File: config.mk
export PLATFORM = sky130hd
export DESIGN_NAME = oftem_isqrt
export DESIGN_NICKNAME = d
export VERILOG_FILES = /design/src/rtl/oftem_isqrt.sv
export SDC_FILE = /design/constraint.sdc
export NUM_CORES = 2
export LEC_CHECK = 0
export BUFFER_PORTS_ARGS = -buffer_cell sky130_fd_sc_hd__buf_2
export CAP_MARGIN = 20
export CORE_AREA = 2 2 818 576
export DETAILED_ROUTE_END_ITERATION = 8
export DIE_AREA = 0 0 820 578
export GPL_TIMING_DRIVEN = 0
export HOLD_SLACK_MARGIN = 0.08
export SLEW_MARGIN = 20
export SYNTH_ARGS = -nofsm -noshare
export SYNTH_HDL_FRONTEND = slang
export SYNTH_MEMORY_MAX_BITS = 65536
export SYNTH_SLANG_ARGS = --single-unit
File: constraint.sdc
create_clock -name i_clk -period 5.1 [get_ports i_clk]
set_input_delay 1.02 -clock i_clk [delete_from_list [all_inputs] [get_ports i_clk]]
set_output_delay 1.02 -clock i_clk [all_outputs]
set_load 0.1 [all_outputs]
File: src/rtl/oftem_isqrt.sv
`timescale 1ns / 1ps
`default_nettype none
// ---------------------------------------------------------------------------
// oftem_isqrt
// Pipelined integer square root, one result bit per stage, with a sideband
// word that travels alongside.
// ---------------------------------------------------------------------------
module oftem_isqrt #(
    parameter int IN_W  = 64,
    parameter int OUT_W = 32,
    parameter int SB_W  = 1
) (
    input  wire logic             i_clk,
    input  wire logic             i_rst_n,
    input  wire logic             i_en,
    input  wire logic             i_valid,
    input  wire logic [IN_W-1:0]  i_rad,
    input  wire logic [SB_W-1:0]  i_sb,
    output logic                  o_valid,
    output logic [OUT_W-1:0]      o_root,
    output logic [SB_W-1:0]       o_sb
);

    logic              r_v    [OUT_W];
    logic [OUT_W+1:0]  r_rem  [OUT_W];
    logic [OUT_W-1:0]  r_root [OUT_W];
    logic [IN_W-1:0]   r_rad  [OUT_W];
    logic [SB_W-1:0]   r_sb   [OUT_W];

    for (genvar k = 0; k < OUT_W; k++) begin : g_stage
        logic             s_v;
        logic [OUT_W+1:0] s_rem;
        logic [OUT_W-1:0] s_root;
        logic [IN_W-1:0]  s_rad;
        logic [SB_W-1:0]  s_sb;
        logic [OUT_W+1:0] s_t;
        logic [OUT_W+1:0] s_trial;

        if (k == 0) begin : g_first
            assign s_v    = i_valid;
            assign s_rem  = '0;
            assign s_root = '0;
            assign s_rad  = i_rad;
            assign s_sb   = i_sb;
        end else begin : g_next
            assign s_v    = r_v[k-1];
            assign s_rem  = r_rem[k-1];
            assign s_root = r_root[k-1];
            assign s_rad  = r_rad[k-1];
            assign s_sb   = r_sb[k-1];
        end

        // bring down two radicand bits, try root*4+1
        assign s_t     = {s_rem[OUT_W-1:0], s_rad[IN_W-1 -: 2]};
        assign s_trial = {s_root, 2'b01};

        always_ff @(posedge i_clk) begin
            if (!i_rst_n) begin
                r_v[k] <= 1'b0;
            end else if (i_en) begin
                r_v[k] <= s_v;
            end
        end

        always_ff @(posedge i_clk) begin
            if (i_en) begin
                if (s_t >= s_trial) begin
                    r_rem[k]  <= s_t - s_trial;
                    r_root[k] <= {s_root[OUT_W-2:0], 1'b1};
                end else begin
                    r_rem[k]  <= s_t;
                    r_root[k] <= {s_root[OUT_W-2:0], 1'b0};
                end
                r_rad[k] <= {s_rad[IN_W-3:0], 2'b00};
                r_sb[k]  <= s_sb;
            end
        end
    end

    assign o_valid = r_v[OUT_W-1];
    assign o_root  = r_root[OUT_W-1];
    assign o_sb    = r_sb[OUT_W-1];

endmodule
`default_nettype wire

==> impl_metrics.csv <==
group,metric,value,unit
run_status,status,"finished, final reports clean",
detailed_routing,wirelength,249000,µm
floorplan,core-area,466000,µm²
global_routing,busiest_layer,"met1",
cts,cts_root_buf,"clkbuf_16",
yosys,ys_warn_count,0,
timing,worst_pin_slew,1.15,ns
yosys,syn_avg_cell_area,13.1,µm²
yosys,ys.flop_type,"edfxtp_1",
worst_setup_path,timing.rr.start,"r_rem[1][410]$_DFFE_PP_",
timing,setup_slack,0.299,ns
yosys,synth_area_leaders,"edfxtp_1 (65%), ha_1 (6.1%), xnor2_1 (3.2%)",
worst_setup_path,cp-end-kind,"register",
worst_setup_path,worst_ep_arrival_time,5.40,ns
global_routing,grt_max_degree,134,
placed_design,pre_cts_ws,-3.08,ns
finish,final_cells,15743,
finish,layout-drive-gt1-share,0.0849,
yosys,yosys.cell_types.count,85,
floorplan,start_util,0.249,
timing,rsz0062_at_grt,"no",
timing,finalSetupViolations,0,
finish,utilization,0.289,
yosys,syn_inst,8862,
yosys,yosysTopAreaCell,"edfxtp_1",
finish,layout_common_cells,"edfxtp_1 (2527), inv_1 (721), nand2_1 (629), ha_1 (562), o21ai_0 (505)",
hold_path,hp-start,"i_rad[60]",
global_routing,grt_pass1_wl,384000,µm
detailed_routing,wire_per_inst,15.8,µm
pwr,p_leak,50.0,nW
cts,cts_tree,"done",
cts,clockBufferDepth,4,
detailed_routing,drt_iter0_markers,6123,
detailed_routing,antenna_left,0,
global_routing,use_met3,0.0230,
detailed_routing,vias,69044,
timing,clock.fmax,208,MHz
worst_setup_path,cp.required,5.70,ns
timing,fin_crit_sh,0.941,
worst_setup_path,rr_worst_depth,12,
timing,max_slew_margin,0.216,
yosys,ys_seq_area_frac,0.653,
cts,holdBufCountCts,0,
global_routing,gr-usage-met1,0.158,
placed_design,portBuffers,102,
global_routing,overflow,0,
yosys,syn_area,116000,µm²
pwr,power_density,453,nW/µm²
detailed_routing,drc_errors,0,
global_routing,antenna_found_initial,19,
timing,drv_slew,0,
worst_setup_path,crit_end,"r_rem[1][470]$_DFFE_PP_",
yosys,synth-edff-count,2527,
floorplan,die_w,820,µm
timing,setup-tns-final,0,ns
cts,cts_buffers,273,
floorplan,io_pins,103,
global_routing,grt_pass1_vias,65255,
worst_setup_path,crit_fanout,68,
timing,finalClockSkew,0.0732,ns
yosys,synthDominantCellAreaShare,0.653,
detailed_routing,first_pass_iters,6,
hold_path,hold_path.class,"primary input to register",
cts,clkTransAtPathRegs,0.07,ns
yosys,async_flop_share,0,
worst_setup_path,startpoint,"i_en",
yosys,synth_seq_cells,2529,
global_routing,grt_use_met2,0.140,
floorplan,die_h,578,µm
placed_design,hpwl,177000,µm
global_routing,grt_usage,0.101,
cts,clock-sinks,2529,
timing,whs,0.274,ns
worst_setup_path,ff2ff_setup_slack,0.36,ns
floorplan,dieArea,474000,µm²
timing,fin_crit,4.80,ns
worst_setup_path,crit_type,"primary input to register",
finish,final_nets,9911,
worst_setup_path,start_kind,"primary input",
floorplan,core.rowCount,210,
yosys,synth_fp_nets,9493,
placed_design,numPlacedInstances,15253,
timing,hold_violations,0,
placed_design,gp_congestion,0.869,
finish,final_common_cell,"edfxtp_1",
pwr,max-vdd-ir-drop,0.261,mV
worst_setup_path,worstReg2RegEnd,"r_rem[1][470]$_DFFE_PP_",
finish,syn2layout_area_growth,16.0,%
cts,insertion_delay,0.94,ns
cts,htreeDepth,5,
detailed_routing,vias_per_cell,4.39,
job,maxCapViolations,0,
==> report_power, final <==
part	leakage, nW	switching [mW]	internal (mW)
clock	4.35	8.60	11.6
combinational	21.2	7.43	5.40
sequential	24.4	1.67	26.4
==> layer usage <==
layer / wire, µm / part of all wire
met5: 13 / 0.000052
met4: 6110 / 0.025
met1: 126000 / 0.51
met3: 19400 / 0.078
met2: 97100 / 0.39
==> cell families (layout without fill, tap and decap cells) <==
family                     Yosys count  after routing  share of synthesized area
adders and majority gates          562            562                     0.0605
other                                0              4                          0
buffers and inverters              910           1533                     0.0295
xor gates and xnor gates           791            791                     0.0597
AOI/OAI and AO/OA                 1689           1689                     0.0888
DFF                               2529           2529                      0.653
and+or+nand+nor                   2261           2261                     0.0967
muxes                              120            120                     0.0114
==> state kept, by name, indices dropped and copies added (netlist names) <==
name / count
r_rad: 992
r_v: 32
r_rem: 945
r_root: 528
r_sb: 32
==> critical path, cell delays in order <==
cell	delay, ns
buf_16	0.19
buf_16	0.22
buf_16	0.26
buf_16	0.29
buf_16	0.28
clkbuf_8	0.28
clkbuf_4	0.28
nand4b_1	0.19
a41o_1	0.12
clkbuf_1	0.46
clkbuf_1	0.60
buf_1	0.57
a21oi_1	0.16
==> metrics by stage <==
| step | total power [mW] | area, µm² |
|---|---|---|
| global placement | 41.2 | 125000 |
| detailed placement | 41.1 | 126000 |
| global route | 64.5 | 135000 |
| floorplan | 37.3 | 116000 |
| finish | 61.1 | 135000 |
| CTS | 61.9 | 135000 |
==> area by class of cell <==
class	instances	area, µm²
antenna	4	10.0
sequential	2529	75900
multi-input combinational	5423	37000
timing repair buffer	145	1580
inverter	722	2710
buffer	186	831
fill	47117	331000
tap	6254	7830
clock inverter	170	1790
clock buffer	310	7160
==> Yosys cell counts, types with 47 or more instances <==
| master | instances |
|---|---|
| a31oi_1 | 47 |
| o21bai_1 | 55 |
| or3_1 | 77 |
| nand2b_1 | 131 |
| nand3_1 | 154 |
| a21oi_1 | 503 |
| nand2_1 | 629 |
| nor4_1 | 97 |
| and3_1 | 75 |
| nand4_1 | 77 |
| edfxtp_1 | 2527 |
| nor2_1 | 497 |
| a21o_1 | 215 |
| nor2b_1 | 79 |
| o21a_1 | 78 |
| mux2_2 | 103 |
| inv_1 | 721 |
| xor2_1 | 370 |
| clkbuf_1 | 171 |
| nor3_1 | 201 |
| o21ai_0 | 505 |
| xnor2_1 | 420 |
| ha_1 | 562 |
==> how the worst min path moves through the flow <==
stage	slack, ns	depth (start not counted)	end
2_1_floorplan	0.40	0	r_rad[0][100]$_DFFE_PP_
3_3_place_gp	0.40	0	r_sb[1][14]$_DFFE_PP_
3_5_place_dp	0.40	0	r_rad[0][121]$_DFFE_PP_
4_1_cts	0.15	1	r_rad[0][30]$_DFFE_PP_
5_1_grt	0.18	1	r_rad[0][30]$_DFFE_PP_
6_report	0.27	1	r_rad[0][60]$_DFFE_PP_
==> repair_timing <==
action                     4_1_cts  5_1_grt
hold endpoints to repair         0        0
buffers inserted                 2        0
pin swaps                        1        0
gates cloned                     5        0
setup endpoints to repair     2267      239
gates resized for setup         28       22
Note: power is estimated with default switching activity, not from simulation.
