===== src/rtl/oftem_div2.sv =====
`timescale 1ns / 1ps
`default_nettype none
// ---------------------------------------------------------------------------
// oftem_div2
// Two-lane pipelined restoring divider, one quotient bit per stage.
// The dividend's top part above Q_W bits must be below the divisor.
// ---------------------------------------------------------------------------
module oftem_div2 #(
    parameter int NUM_W = 48,
    parameter int DEN_W = 32,
    parameter int Q_W   = 17,
    parameter int SB_W  = 1
) (
    input  wire logic             i_clk,
    input  wire logic             i_rst_n,
    input  wire logic             i_en,
    input  wire logic             i_valid,
    input  wire logic [NUM_W-1:0] i_num_a,
    input  wire logic [DEN_W-1:0] i_den_a,
    input  wire logic [NUM_W-1:0] i_num_b,
    input  wire logic [DEN_W-1:0] i_den_b,
    input  wire logic [SB_W-1:0]  i_sb,
    output logic                  o_valid,
    output logic [Q_W-1:0]        o_quo_a,
    output logic [Q_W-1:0]        o_quo_b,
    output logic [SB_W-1:0]       o_sb
);

    // one step: returns {remainder, shifted work word with new quotient bit}
    function automatic logic [DEN_W+Q_W-1:0] f_step(
        input logic [DEN_W-1:0] rem,
        input logic [Q_W-1:0]   wk,
        input logic [DEN_W-1:0] den
    );
        logic [DEN_W:0] t;
        logic [DEN_W:0] d;
        t = {rem, wk[Q_W-1]};
        if (t >= {1'b0, den}) begin
            d = t - {1'b0, den};
            return {d[DEN_W-1:0], wk[Q_W-2:0], 1'b1};
        end else begin
            return {t[DEN_W-1:0], wk[Q_W-2:0], 1'b0};
        end
    endfunction

    logic             r_v     [Q_W];
    logic [DEN_W-1:0] r_rem_a [Q_W];
    logic [DEN_W-1:0] r_rem_b [Q_W];
    logic [Q_W-1:0]   r_wk_a  [Q_W];
    logic [Q_W-1:0]   r_wk_b  [Q_W];
    logic [DEN_W-1:0] r_den_a [Q_W];
    logic [DEN_W-1:0] r_den_b [Q_W];
    logic [SB_W-1:0]  r_sb    [Q_W];

    for (genvar k = 0; k < Q_W; k++) begin : g_stage
        logic             s_v;
        logic [DEN_W-1:0] s_rem_a, s_rem_b, s_den_a, s_den_b;
        logic [Q_W-1:0]   s_wk_a, s_wk_b;
        logic [SB_W-1:0]  s_sb;

        if (k == 0) begin : g_first
            assign s_v     = i_valid;
            assign s_rem_a = DEN_W'(i_num_a >> Q_W);
            assign s_rem_b = DEN_W'(i_num_b >> Q_W);
            assign s_wk_a  = i_num_a[Q_W-1:0];
            assign s_wk_b  = i_num_b[Q_W-1:0];
            assign s_den_a = i_den_a;
            assign s_den_b = i_den_b;
            assign s_sb    = i_sb;
        end else begin : g_next
            assign s_v     = r_v[k-1];
            assign s_rem_a = r_rem_a[k-1];
            assign s_rem_b = r_rem_b[k-1];
            assign s_wk_a  = r_wk_a[k-1];
            assign s_wk_b  = r_wk_b[k-1];
            assign s_den_a = r_den_a[k-1];
            assign s_den_b = r_den_b[k-1];
            assign s_sb    = r_sb[k-1];
        end

        always_ff @(posedge i_clk) begin
            if (!i_rst_n) begin
                r_v[k] <= 1'b0;
            end else if (i_en) begin
                r_v[k] <= s_v;
            end
        end

        always_ff @(posedge i_clk) begin
            if (i_en) begin
                {r_rem_a[k], r_wk_a[k]} <= f_step(s_rem_a, s_wk_a, s_den_a);
                {r_rem_b[k], r_wk_b[k]} <= f_step(s_rem_b, s_wk_b, s_den_b);
                r_den_a[k] <= s_den_a;
                r_den_b[k] <= s_den_b;
                r_sb[k]    <= s_sb;
            end
        end
    end

    assign o_valid = r_v[Q_W-1];
    assign o_quo_a = r_wk_a[Q_W-1];
    assign o_quo_b = r_wk_b[Q_W-1];
    assign o_sb    = r_sb[Q_W-1];

endmodule
`default_nettype wire


===== config.mk =====
export PLATFORM = sky130hd
export DESIGN_NAME = oftem_div2
export DESIGN_NICKNAME = d
export VERILOG_FILES = /design/src/rtl/oftem_div2.sv
export SDC_FILE = /design/constraint.sdc
export NUM_CORES = 2
export LEC_CHECK = 0
export BUFFER_PORTS_ARGS = -buffer_cell sky130_fd_sc_hd__buf_4
export CAP_MARGIN = 25
export CORE_MARGIN = 3
export CORE_UTILIZATION = 30
export DETAILED_ROUTE_END_ITERATION = 12
export SLEW_MARGIN = 30
export SYNTH_ARGS = -nofsm -noshare
export SYNTH_HDL_FRONTEND = slang
export SYNTH_SLANG_ARGS = --single-unit

===== constraint.sdc =====
create_clock -name i_clk -period 5.2 [get_ports i_clk]
set_input_delay 1.3 -clock i_clk [delete_from_list [all_inputs] [get_ports i_clk]]
set_output_delay 1.3 -clock i_clk [all_outputs]
set_load 0.005 [all_outputs]

==> impl_metrics.json <==
{
  "clk_pin_slew_ns": 0.06,
  "grt_max_degree": 159,
  "cts_setup_buffers": 0,
  "arrival_ns": 4.89,
  "crit_slowest_cell": "a211oi_1",
  "drive_gt1_share_pct": 7.691,
  "synth_cell_types": 99,
  "whs_path_depth": 0,
  "critPathLaunchType": "flop",
  "cts_hold_buf": 0,
  "fillers": 47880,
  "fin_total_pwr_mw": 98.45,
  "status": "completed",
  "hp-start": "g_stage[12].s_wk_a[2]",
  "maxCapViolCount": 0,
  "ys_seq_area_share_pct": 54.48,
  "track_usage_pct": 11.62,
  "initial_core_util_pct": 30.13,
  "clockBufferDepth": 4,
  "netlist_area_um2": 146600,
  "gp_congestion": 0.8769,
  "die-width_um": 705.0,
  "worst_r2r_endpoint": "g_stage[14].s_rem_a[8]",
  "holdWs_ns": 0.3649,
  "endpoint_kind": "flop",
  "yosysWarningCount": 0,
  "vias_per_cell": 4.674,
  "cts_buffers": 303,
  "finalSetupViolCount": 0,
  "antenna_found_initial": 14,
  "area_delta_synth_final_pct": 13.51,
  "worst_clock_skew_ns": 0.08158,
  "gr-usage-met2_pct": 18.96,
  "grt.busiest_layer": "met2",
  "ant_nets": 0,
  "grt-ovfl-total": 0,
  "ios": 201,
  "vias": 93310,
  "syn_nets": 14190,
  "critPathRequiredTime_ns": 5.82,
  "dr.pass1.iters": 6,
  "cts_tree": "built",
  "die-area_um2": 497100,
  "htreeDepth": 5,
  "reg2reg_from": "r_den_a[0][385]",
  "worstMarginPinSlew_ns": 1.092,
  "layout.nets": 14540,
  "holdCritPathClass": "reg2reg",
  "synth_edf_count": 2659,
  "grt_pass1_vias": 90390,
  "met3_usage_pct": 1.602,
  "num_rows": 256,
  "crit_family": "compound AO/OA/AOI/OAI gates",
  "syn_inst": 12910,
  "cts-resized-gates": 0,
  "die_h_um": 705.0,
  "wl_per_cell_um": 15.05,
  "ys.flop_type": "edfxtp_1",
  "ys_ff_latch": 2660,
  "port_buffers": 200,
  "r2r_slack_ns": 0.93,
  "synth-async-reset-ratio_pct": 0,
  "grt_setup_unrepaired": "false",
  "max_freq_mhz": 234.1,
  "core_area_um2": 486500,
  "cp_num_buf_inv": 3,
  "path_class": "reg2reg",
  "synth_top_area_cell": "edfxtp_1",
  "fin_crit_ns": 4.271,
  "fin_setup_tns_ns": 0,
  "drt_iter0_drc": 5652,
  "r2r_cells": 14,
  "min_period_over_period_pct": 82.14,
  "min_to": "g_stage[13].s_wk_a[3]",
  "drt_drc_violations_left": 0,
  "yosys-top-cells-area": "edfxtp_1, ha_1, a21oi_1, inv_1, xnor2_1",
  "root_buffer": "clkbuf_16",
  "hpwlAfterDp_mm": 225.0,
  "synth_top_cell_area_share_pct": 54.47,
  "max_stage_delay_ns": 0.51,
  "grt_pass1_wl_mm": 479.4,
  "syn_avg_cell_area_um2": 11.36,
  "slew_viol_final": 0,
  "hold_violations": 0,
  "worstPathCellList": "inv_1, ha_1, nor2b_1, o21ai_1, a21oi_1, o31ai_1, a31oi_1, a211oi_1, nor2_1, a2111oi_0, buf_4, o21ai_4, buf_12, mux2_1",
  "relSlewSlack_pct": 26.52,
  "powerDensity_nw_per_um2": 591.6,
  "drt_wl_total_mm": 300.3,
  "cts_sinks": 2660,
  "path_max_fanout": 50,
  "vdd_ir_drop_max_mv": 0.2742,
  "p_leak_nw": 67.04,
  "clock_latency_ns": 0.95,
  "grtUsageMet1_pct": 15.62
}
==> where the power goes <==
| part | leakage (nW) | internal [mW] | total, mW | switching [mW] |
|---|---|---|---|---|
| registers | 26.0 | 31.6 | 34.6 | 3.02 |
| logic | 36.2 | 18.8 | 42.7 | 23.9 |
| clock network | 4.76 | 12.3 | 21.1 | 8.83 |
==> placed cells by master (no fill, tap or decap), types with 184 or more instances in the layout <==
master	netlist	routed
a21o_1	514	514
a21oi_1	1092	1091
buf_4	2	284
clkbuf_16	0	304
edfxtp_1	2659	2659
ha_1	1088	1088
inv_1	1379	1379
mux2_2	184	184
nand2_1	883	882
nand3_1	198	196
nor2_1	777	777
o21ai_0	722	721
xnor2_1	512	512
xor2_1	348	348
==> stage by stage <==
| step | instances | setup slack (ns) | util, % | instance area, um^2 |
|---|---|---|---|---|
| finish | 19960 | 0.9285 | 34.20 | 166400 |
| CTS | 19960 | 0.9630 | 34.20 | 166400 |
| global route | 19960 | 0.6835 | 34.20 | 166400 |
| detailed placement | 19400 | 0.5086 | 32.17 | 156500 |
| global placement | 19400 | 0.4736 | 32.16 | 156500 |
| floorplan | 12910 | 0.8334 | - | 146600 |
==> cell families (layout without fill, tap and decap cells) <==
group / count (synthesis) / in the layout / synth area share, %
compound gates: 3421 / 3421 / 14.49
xor+xnor: 860 / 860 / 5.138
fa+ha+maj: 1120 / 1120 / 9.723
buf+inv: 1651 / 2251 / 4.280
flops: 2660 / 2660 / 54.48
mux: 373 / 373 / 2.845
other cells: 0 / 4 / 0
simple gates: 2824 / 2824 / 9.042
==> sequential cells by signal, indices dropped and copies added (netlist names) <==
signal,count
g_stage.s_rem_a,512
g_stage.s_rem_b,512
g_stage.s_wk_a,272
g_stage.s_wk_b,272
o_quo_a,17
o_quo_b,17
r_den_a,512
r_den_b,512
r_sb,17
r_v,17
==> worst max-delay path by stage <==
stage	cells after the start	start	to
floorplan	15	i_num_a[16]	g_stage[1].s_rem_a[24]
global placement	16	i_num_a[16]	g_stage[1].s_rem_a[2]
detailed placement	16	i_num_a[16]	g_stage[1].s_rem_a[2]
CTS	13	r_den_b[0][256]	g_stage[10].s_rem_b[30]
global route	14	r_den_a[0][385]	g_stage[14].s_rem_a[8]
finish	14	r_den_a[0][385]	g_stage[14].s_rem_a[8]
==> per-layer routing <==
layer  vias up  routed length [um]
met5         -                  23
met3       606               11210
met1     43050              141900
li1      47920                   -
met4         4               11780
met2      1725              135500
==> cell usage after synthesis (all sizes together), types with 93 or more instances <==
cell type  number
edfxtp       2659
inv          1383
a21oi        1092
ha           1088
nand2         883
o21ai         871
nor2          777
a21o          514
xnor2         512
mux2          349
xor2          348
nand3         198
clkbuf        196
nor2b         177
nand2b        166
nand4         155
nor3          147
o21a          141
o21bai        113
and3          100
a31oi          97
o31ai          93
==> final cells by class <==
cell class,count,area (um^2),share of cell area [%]
Sequential cell,2660,79870,47.99
Multi-Input combinational cell,8598,60690,36.47
Tap cell,6450,8070,4.850
Clock buffer,361,7821,4.700
Inverter,1383,5191,3.120
Timing Repair Buffer,313,2723,1.636
Clock inverter,194,2038,1.225
Antenna cell,4,10.01,0.006015
(Power assumes the default switching activity.)
